===== src/sv/fssp_pkg.sv =====
// ----------------------------------------------------------------------------
// fssp_pkg: shared types and constants of the four slot score promotion core
// Entry layout, operation and status codes, and the request/status structs
// exchanged between the slot bank, the overflow list and the top level.
// ----------------------------------------------------------------------------
package fssp_pkg;

  localparam int NSLOT     = 4;
  localparam int SLOT_W    = 2;
  localparam int SIDX_W    = 3;
  localparam int ID_W      = 8;
  localparam int SCORE_W   = 16;
  localparam int OVF_DEPTH = 16;
  localparam int OVF_IDX_W = (OVF_DEPTH > 1) ? $clog2(OVF_DEPTH) : 1;
  localparam int LEN_W     = $clog2(OVF_DEPTH + 1);
  localparam int HELD_W    = $clog2(NSLOT + OVF_DEPTH + 1);
  localparam int CNT_W     = 5;
  localparam int S_TDATA_W = 24;
  localparam int M_TDATA_W = 24;

  localparam logic [SIDX_W-1:0] NO_SLOT = SIDX_W'(NSLOT);

  typedef enum logic [1:0] {
    OP_ADD    = 2'd0,
    OP_REMOVE = 2'd1,
    OP_UPDATE = 2'd2
  } op_e;

  typedef enum logic [1:0] {
    ST_OK        = 2'd0,
    ST_FULL      = 2'd1,
    ST_NOT_FOUND = 2'd2
  } status_e;

  typedef struct packed {
    logic [ID_W-1:0]    id;
    logic [SCORE_W-1:0] score;
  } entry_t;

  typedef enum logic [2:0] {
    OVF_HOLD,
    OVF_PUSH,
    OVF_UNLINK,
    OVF_SCORE,
    OVF_PROMOTE
  } ovf_op_e;

  typedef struct packed {
    ovf_op_e              op;
    logic [OVF_IDX_W-1:0] pos;
    entry_t               ent;
  } ovf_cmd_t;

  typedef struct packed {
    logic                 hit;
    logic [OVF_IDX_W-1:0] pos;
    entry_t               head;
    logic [LEN_W-1:0]     len;
    logic                 full;
  } ovf_stat_t;

  typedef enum logic [1:0] {
    SLOT_HOLD,
    SLOT_FILL,
    SLOT_CLEAR,
    SLOT_SCORE
  } slot_op_e;

  typedef struct packed {
    slot_op_e          op;
    logic [SLOT_W-1:0] idx;
    entry_t            ent;
  } slot_cmd_t;

  typedef struct packed {
    logic              hit;
    logic [SLOT_W-1:0] hit_idx;
    logic              free_any;
    logic [SLOT_W-1:0] free_idx;
    logic [SLOT_W-1:0] weak_idx;
    logic              weak_empty;
    entry_t            weak_ent;
  } slot_stat_t;

  // Declared from the top field down so that changed lands in bit 0.
  typedef struct packed {
    logic              overflow_empty;
    logic              all_empty;
    logic [CNT_W-1:0]  entry_count;
    status_e           status;
    logic [ID_W-1:0]   moved_id;
    logic              moved_valid;
    logic [SIDX_W-1:0] slot_index;
    logic              changed;
  } result_t;

endpackage


===== src/sv/fssp_slots.sv =====
// ----------------------------------------------------------------------------
// fssp_slots: the four primary slots
// Holds west, east, north and south entries, finds an id, the first empty
// slot and the weakest slot, and applies one slot request per cycle.
// ----------------------------------------------------------------------------
module fssp_slots
  import fssp_pkg::*;
(
  input  logic            clk_i,
  input  logic            rst_ni,
  input  logic [ID_W-1:0] key_id_i,
  input  slot_cmd_t       cmd_i,
  output slot_stat_t      stat_o
);

  logic   valid_q [NSLOT];
  entry_t ent_q   [NSLOT];

  always_comb begin
    logic              hit;
    logic [SLOT_W-1:0] hit_idx;
    logic              free_any;
    logic [SLOT_W-1:0] free_idx;
    logic [SLOT_W-1:0] weak_idx;
    logic              weak_empty;
    hit      = 1'b0;
    hit_idx  = '0;
    free_any = 1'b0;
    free_idx = '0;
    // Scan downward so the lowest matching slot wins.
    for (int i = NSLOT - 1; i >= 0; i--) begin
      if (valid_q[i] && ent_q[i].id == key_id_i) begin
        hit     = 1'b1;
        hit_idx = SLOT_W'(i);
      end
      if (!valid_q[i]) begin
        free_any = 1'b1;
        free_idx = SLOT_W'(i);
      end
    end
    // An empty slot beats any score; among full slots the first lowest wins.
    weak_idx   = '0;
    weak_empty = !valid_q[0];
    for (int i = 1; i < NSLOT; i++) begin
      if (!valid_q[i] || (!weak_empty && ent_q[i].score < ent_q[weak_idx].score)) begin
        weak_idx   = SLOT_W'(i);
        weak_empty = !valid_q[i];
      end
    end
    stat_o.hit        = hit;
    stat_o.hit_idx    = hit_idx;
    stat_o.free_any   = free_any;
    stat_o.free_idx   = free_idx;
    stat_o.weak_idx   = weak_idx;
    stat_o.weak_empty = weak_empty;
    stat_o.weak_ent   = ent_q[weak_idx];
  end

  always_ff @(posedge clk_i or negedge rst_ni) begin
    if (!rst_ni) begin
      for (int i = 0; i < NSLOT; i++) valid_q[i] <= 1'b0;
    end else begin
      case (cmd_i.op)
        SLOT_FILL:  valid_q[cmd_i.idx] <= 1'b1;
        SLOT_CLEAR: valid_q[cmd_i.idx] <= 1'b0;
        default: ;
      endcase
    end
  end

  always_ff @(posedge clk_i) begin
    case (cmd_i.op)
      SLOT_FILL:  ent_q[cmd_i.idx] <= cmd_i.ent;
      SLOT_SCORE: ent_q[cmd_i.idx].score <= cmd_i.ent.score;
      default: ;
    endcase
  end

endmodule


===== src/sv/fssp_ovf_list.sv =====
// ----------------------------------------------------------------------------
// fssp_ovf_list: ordered overflow list
// A shift-compacted register list with its head at position zero. Every
// position compares its id in parallel; pushes, unlinks and promotions move
// each entry by at most one place per cycle.
// ----------------------------------------------------------------------------
module fssp_ovf_list
  import fssp_pkg::*;
(
  input  logic            clk_i,
  input  logic            rst_ni,
  input  logic [ID_W-1:0] key_id_i,
  input  ovf_cmd_t        cmd_i,
  output ovf_stat_t       stat_o
);

  entry_t           ent_q [OVF_DEPTH];
  entry_t           ent_d [OVF_DEPTH];
  logic [LEN_W-1:0] len_q;
  logic [LEN_W-1:0] len_d;

  always_comb begin
    logic                 hit;
    logic [OVF_IDX_W-1:0] pos;
    hit = 1'b0;
    pos = '0;
    for (int i = OVF_DEPTH - 1; i >= 0; i--) begin
      if (LEN_W'(i) < len_q && ent_q[i].id == key_id_i) begin
        hit = 1'b1;
        pos = OVF_IDX_W'(i);
      end
    end
    stat_o.hit  = hit;
    stat_o.pos  = pos;
    stat_o.head = ent_q[0];
    stat_o.len  = len_q;
    stat_o.full = (len_q == LEN_W'(OVF_DEPTH));
  end

  always_comb begin
    len_d = len_q;
    for (int i = 0; i < OVF_DEPTH; i++) begin
      ent_d[i] = ent_q[i];
      case (cmd_i.op)
        OVF_PUSH: begin
          ent_d[i] = (i == 0) ? cmd_i.ent : ent_q[OVF_IDX_W'((i + OVF_DEPTH - 1) % OVF_DEPTH)];
        end
        OVF_UNLINK: begin
          if (OVF_IDX_W'(i) >= cmd_i.pos && i < OVF_DEPTH - 1) begin
            ent_d[i] = ent_q[OVF_IDX_W'((i + 1) % OVF_DEPTH)];
          end
        end
        OVF_SCORE: begin
          if (OVF_IDX_W'(i) == cmd_i.pos) ent_d[i].score = cmd_i.ent.score;
        end
        OVF_PROMOTE: begin
          // The promoted entry leaves its place; the demoted one enters at the head.
          if (i == 0) begin
            ent_d[i] = cmd_i.ent;
          end else if (OVF_IDX_W'(i) <= cmd_i.pos) begin
            ent_d[i] = ent_q[OVF_IDX_W'((i + OVF_DEPTH - 1) % OVF_DEPTH)];
          end
        end
        default: ;
      endcase
    end
    case (cmd_i.op)
      OVF_PUSH:   len_d = len_q + 1'b1;
      OVF_UNLINK: len_d = len_q - 1'b1;
      default: ;
    endcase
  end

  always_ff @(posedge clk_i or negedge rst_ni) begin
    if (!rst_ni) begin
      len_q <= '0;
    end else begin
      len_q <= len_d;
    end
  end

  always_ff @(posedge clk_i) begin
    for (int i = 0; i < OVF_DEPTH; i++) ent_q[i] <= ent_d[i];
  end

endmodule


===== src/sv/four_slot_score_promotion_core.sv =====
// ----------------------------------------------------------------------------
// four_slot_score_promotion_core: four primary slots with an overflow list
// Top level: request register, operation decode and the result register.
// ----------------------------------------------------------------------------
// Each request is registered, decoded against the slot bank and the overflow
// list in combinational logic, and its result is registered, so a new request
// is taken every cycle while the result side keeps up. The throughput is set
// by the update of the slot and list registers, which every request reads and
// writes. Ids are searched in the slots west, east, north, south first and
// then in the overflow list from its head; the first match is acted on.
// Request: tuser carries the opcode. The result carries the status (ok,
// overflow list full, id not found) and entry counts.
// ----------------------------------------------------------------------------
module four_slot_score_promotion_core
  import fssp_pkg::*;
(
  input  logic                 clk_i,
  input  logic                 rst_ni,
  input  logic                 s_axis_tvalid,
  output logic                 s_axis_tready,
  // [7:0] entry_id, [23:8] entry_score
  input  logic [S_TDATA_W-1:0] s_axis_tdata,
  // [1:0] opcode
  input  logic [1:0]           s_axis_tuser,
  output logic                 m_axis_tvalid,
  input  logic                 m_axis_tready,
  // [0] changed, [3:1] slot_index, [4] moved_valid, [12:5] moved_id,
  // [14:13] status, [19:15] entry_count, [20] all_empty, [21] overflow_empty,
  // [23:22] zero
  output logic [M_TDATA_W-1:0] m_axis_tdata
);

  logic               in_valid_q;
  logic [1:0]         op_q;
  entry_t             req_q;
  logic               out_valid_q;
  result_t            res_q;
  result_t            res_d;
  logic [HELD_W-1:0]  held_q;
  logic [HELD_W-1:0]  held_d;
  logic               out_ready;
  logic               fire;
  slot_cmd_t          slot_cmd;
  slot_stat_t         slot_stat;
  ovf_cmd_t           ovf_cmd;
  ovf_stat_t          ovf_stat;

  assign out_ready     = !out_valid_q || m_axis_tready;
  assign fire          = in_valid_q && out_ready;
  assign s_axis_tready = !in_valid_q || out_ready;
  assign m_axis_tvalid = out_valid_q;
  assign m_axis_tdata  = M_TDATA_W'(res_q);

  fssp_slots u_slots (
    .clk_i    (clk_i),
    .rst_ni   (rst_ni),
    .key_id_i (req_q.id),
    .cmd_i    (slot_cmd),
    .stat_o   (slot_stat)
  );

  fssp_ovf_list u_ovf (
    .clk_i    (clk_i),
    .rst_ni   (rst_ni),
    .key_id_i (req_q.id),
    .cmd_i    (ovf_cmd),
    .stat_o   (ovf_stat)
  );

  always_comb begin
    slot_cmd.op  = SLOT_HOLD;
    slot_cmd.idx = '0;
    slot_cmd.ent = req_q;
    ovf_cmd.op   = OVF_HOLD;
    ovf_cmd.pos  = ovf_stat.pos;
    ovf_cmd.ent  = req_q;
    held_d       = held_q;
    res_d        = '0;
    res_d.slot_index = NO_SLOT;
    res_d.status     = ST_OK;

    if (fire) begin
      case (op_q)
        OP_ADD: begin
          if (slot_stat.free_any) begin
            slot_cmd.op      = SLOT_FILL;
            slot_cmd.idx     = slot_stat.free_idx;
            res_d.changed    = 1'b1;
            res_d.slot_index = {1'b0, slot_stat.free_idx};
            held_d           = held_q + 1'b1;
          end else if (ovf_stat.full) begin
            res_d.status = ST_FULL;
          end else begin
            ovf_cmd.op = OVF_PUSH;
            held_d     = held_q + 1'b1;
          end
        end
        OP_REMOVE: begin
          if (slot_stat.hit) begin
            slot_cmd.idx = slot_stat.hit_idx;
            if (ovf_stat.len != '0) begin
              // Refill the slot from the overflow head.
              slot_cmd.op       = SLOT_FILL;
              slot_cmd.ent      = ovf_stat.head;
              ovf_cmd.op        = OVF_UNLINK;
              ovf_cmd.pos       = '0;
              res_d.moved_valid = 1'b1;
              res_d.moved_id    = ovf_stat.head.id;
            end else begin
              slot_cmd.op = SLOT_CLEAR;
            end
            res_d.changed    = 1'b1;
            res_d.slot_index = {1'b0, slot_stat.hit_idx};
            held_d           = held_q - 1'b1;
          end else if (ovf_stat.hit) begin
            ovf_cmd.op = OVF_UNLINK;
            held_d     = held_q - 1'b1;
          end else begin
            res_d.status = ST_NOT_FOUND;
          end
        end
        OP_UPDATE: begin
          if (slot_stat.hit) begin
            slot_cmd.op  = SLOT_SCORE;
            slot_cmd.idx = slot_stat.hit_idx;
          end else if (ovf_stat.hit) begin
            if (slot_stat.weak_empty || req_q.score > slot_stat.weak_ent.score) begin
              slot_cmd.op  = SLOT_FILL;
              slot_cmd.idx = slot_stat.weak_idx;
              if (slot_stat.weak_empty) begin
                ovf_cmd.op = OVF_UNLINK;
              end else begin
                // The displaced slot entry goes to the overflow head.
                ovf_cmd.op        = OVF_PROMOTE;
                ovf_cmd.ent       = slot_stat.weak_ent;
                res_d.moved_valid = 1'b1;
                res_d.moved_id    = slot_stat.weak_ent.id;
              end
              res_d.changed    = 1'b1;
              res_d.slot_index = {1'b0, slot_stat.weak_idx};
            end else begin
              ovf_cmd.op = OVF_SCORE;
            end
          end else begin
            res_d.status = ST_NOT_FOUND;
          end
        end
        default: ;
      endcase
    end

    res_d.entry_count    = CNT_W'(held_d);
    res_d.all_empty      = (held_d == '0);
    res_d.overflow_empty = (held_d <= HELD_W'(NSLOT));
  end

  always_ff @(posedge clk_i or negedge rst_ni) begin
    if (!rst_ni) begin
      in_valid_q  <= 1'b0;
      out_valid_q <= 1'b0;
      held_q      <= '0;
    end else begin
      if (s_axis_tready) in_valid_q <= s_axis_tvalid;
      if (out_ready) out_valid_q <= fire;
      held_q <= held_d;
    end
  end

  always_ff @(posedge clk_i) begin
    if (s_axis_tvalid && s_axis_tready) begin
      op_q        <= s_axis_tuser;
      req_q.id    <= s_axis_tdata[ID_W-1:0];
      req_q.score <= s_axis_tdata[ID_W+SCORE_W-1:ID_W];
    end
    if (fire) res_q <= res_d;
  end

endmodule


===== config.mk =====
export PLATFORM = sky130hd
export DESIGN_NAME = four_slot_score_promotion_core
export DESIGN_NICKNAME = d
export VERILOG_FILES = /design/src/sv/fssp_pkg.sv /design/src/sv/fssp_slots.sv /design/src/sv/fssp_ovf_list.sv /design/src/sv/four_slot_score_promotion_core.sv
export SDC_FILE = /design/constraint.sdc
export NUM_CORES = 1
export LEC_CHECK = 0
export BUFFER_PORTS_ARGS = -buffer_cell sky130_fd_sc_hd__buf_4
export CORE_MARGIN = 2
export CORE_UTILIZATION = 45
export CTS_CLUSTER_SIZE = 24
export DETAILED_ROUTE_END_ITERATION = 10
export PLACE_DENSITY = 0.62
export SLEW_MARGIN = 0
export SYNTH_ARGS = -nofsm -noshare
export SYNTH_HDL_FRONTEND = slang
export SYNTH_SLANG_ARGS = --single-unit

===== constraint.sdc =====
create_clock -name clk_i -period 21.3 [get_ports clk_i]
set_input_delay 3.195 -clock clk_i [delete_from_list [all_inputs] [get_ports clk_i]]
set_output_delay 3.195 -clock clk_i [all_outputs]
set_load 0.02 [all_outputs]

==> impl_metrics.json <==
{
  "run_status": "complete, no violations",
  "yosysMostFrequentCell": "nand2_1",
  "dr_wl_met2_um": 36430,
  "vdd_drop_max_uv": 65.25,
  "fin_crit_sh": 0.6484,
  "synth_top_area_frac": 0.5385,
  "post_synth.cell_area_avg_um2": 10.19,
  "rsz0062_at_grt": "false",
  "grt_util_all_layers": 0.2436,
  "setup_viol": 0,
  "critPathLaunch": "u_slots.ent_q[1][14]",
  "cts_made_buffers": 60,
  "hp-start": "in_valid_q",
  "grt_max_degree": 315,
  "avgRoutedWirePerCell_um": 21.98,
  "ys.flop_type": "edfxtp_1",
  "grt_pass1_wl_um": 128300,
  "die_w_um": 259.8,
  "fin_skew_ns": 0.04379,
  "netlist_top_cells_area": "edfxtp_1 54%, nand2_1 8.4%, a21oi_1 3.5%",
  "design_area_um2": 32610,
  "drt_wl_total_um": 82950,
  "place_congestion": 0.9520,
  "n_fill_cell": 5775,
  "start_util": 0.4559,
  "path_class": "flop to flop",
  "multiInputGateArea_um2": 12080,
  "diodes": 0,
  "h-tree-depth": 2,
  "reg2reg_from": "u_slots.ent_q[1][14]",
  "worst_pin_slew_ns": 1.343,
  "min_delay_path_depth": 1,
  "clockRootBuffer": "clkbuf_16",
  "core-area_um2": 64580,
  "crit_family": "simple AND/OR/NAND/NOR gates",
  "worstPathMaxFanout": 91,
  "wl_met1_um": 37840,
  "hold_viol": 0,
  "synthCells": 2890,
  "synth_seq_cells": 544,
  "startpoint_type": "flop",
  "ys_warn_count": 0,
  "area_growth_pct": 10.77,
  "cpMaxStageDelayCell": "buf_4",
  "period_minus_slack_ns": 13.81,
  "worst-path-buf-inv": 5,
  "drive_gt1_frac": 0.09866,
  "via_per_inst": 5.931,
  "required_ns": 21.58,
  "clock.fmax_mhz": 72.41,
  "insertion_delay_ns": 0.66,
  "relSlewSlack": 0.09953,
  "rows": 93,
  "port_buffers": 53,
  "cts_sinks": 544,
  "antenna_left": 0,
  "die_area_um2": 67490,
  "synth.distinct_cells": 87,
  "grt_pass1_vias": 21620,
  "place_area_um2": 30370,
  "slew_violations": 0,
  "post_cts_buffers": 0,
  "firstDrtPassIters": 6,
  "cts_hold_buffers": 0,
  "yosys.area.top_type": "edfxtp_1",
  "hpwl_um": 56260,
  "chipHeight_um": 259.8,
  "cts.clk_slew.worst_paths_ns": 0.06,
  "worst_hold_path_type": "flop to flop",
  "synth_edf_count": 528,
  "maxCapViolations": 0,
  "tns_ns": 0,
  "ys_seq_area_frac": 0.5521,
  "synth_common_cells": "659 x nand2_1, 528 x edfxtp_1, 203 x a21oi_1",
  "crit_path_end_kind": "flop",
  "crit_cells": 40,
  "p_leak_nw": 12.34,
  "critPathMostFrequentCell": "buf_4",
  "drc": 0,
  "boundaryPins": 56,
  "cts_resized": 0,
  "dr_wl_met3_um": 6438,
  "drtIter0Drc": 2565,
  "gr-total-overflow": 0,
  "seq_area_um2": 16260,
  "r2r_cells": 40,
  "netlist_area_um2": 29440,
  "antenna_found_initial": 0,
  "worstPathArrival_ns": 14.09,
  "highest_layer": "met4",
  "powerDensity_nw_per_um2": 90.36,
  "cts.path.max_buffers": 3,
  "async_flop_share": 0.02941,
  "cts_tree": "built",
  "critPathMaxStageDelay_ns": 0.86,
  "vias": 22380,
  "finalNetCount": 2969
}
## sequential cells by signal, summed over array words and instances (netlist names), named ones only
signal,count
u_ovf.ent_q,384
req_q,24
u_slots.ent_q,96
in_valid_q,1
m_axis_tdata,22
u_ovf.len_q,5
m_axis_tvalid,1
op_q,2
held_q,5
## metrics by stage
step	power (W)	util	setup WS, ns	cells	hold slack, ns
final	0.002947	0.5050	7.490	3774	0.5050
after global routing	0.003057	0.5050	6.305	3774	0.5409
after CTS	0.002955	0.5049	7.580	3774	0.5052
after detailed placement	0.001782	0.4703	7.767	3660	0.4916
after global placement	0.001769	0.4703	8.061	3660	0.4786
after floorplan	0.001638	-	10.45	2891	0.4572
## kinds of logic (layout without fill, tap and decap cells)
logic type	after synthesis	in the layout	share of synthesized area
XOR/XNOR	164	164	0.04879
other	1	2	0.0001274
AO/OA/AOI/OAI	631	631	0.1283
adder cells (fa/ha/maj)	72	72	0.03060
flip-flops	544	544	0.5521
AND/OR/NAND/NOR	1188	1188	0.1803
buffers and inverters	240	268	0.04152
multiplexers	50	50	0.01819
## report_power, final
| group | internal (W) | switching [W] |
|---|---|---|
| clock network | 0.000714 | 0.000461 |
| registers | 0.00123 | 0.0000513 |
| logic | 0.000165 | 0.000324 |
## area by class of cell
| class | count | area share |
|---|---|---|
| Sequential cell | 544 | 0.4985 |
| Inverter | 53 | 0.006100 |
| Tap cell | 855 | 0.03280 |
| Timing Repair Buffer | 101 | 0.02363 |
| Clock buffer | 64 | 0.04650 |
| Clock inverter | 50 | 0.02202 |
| Multi-Input combinational cell | 2107 | 0.3705 |
## worst paths after layout
check / endpoint / slack, ns
worst max-delay path: u_ovf.ent_q[14][11] / 7.49
worst min-delay path: m_axis_tvalid / 0.51
worst max register to register: u_ovf.ent_q[14][11] / 7.49
worst min register to register: m_axis_tvalid / 0.51
max in group asynchronous: u_ovf.len_q[1] / 18.68
min in group asynchronous: asynchronous set/reset pin / 2.41
## layer usage
layer	global-route usage	up-vias
li1	-	10380
met1	0.3633	10870
met2	0.3669	999
met3	0.03577	141
met4	0.07248	0
met5	0	-
## layout by cell type, fill, tap and decap left out, drive strengths merged, types with 64 or more instances in the layout
| master | count |
|---|---|
| ha | 72 |
| xor2 | 73 |
| edfxtp | 528 |
| a21oi | 204 |
| xnor2 | 91 |
| buf | 101 |
| clkbuf | 64 |
| nand2 | 660 |
| nor2 | 205 |
| o21ai | 230 |
| nor3 | 107 |
(Power assumes the default switching activity.)
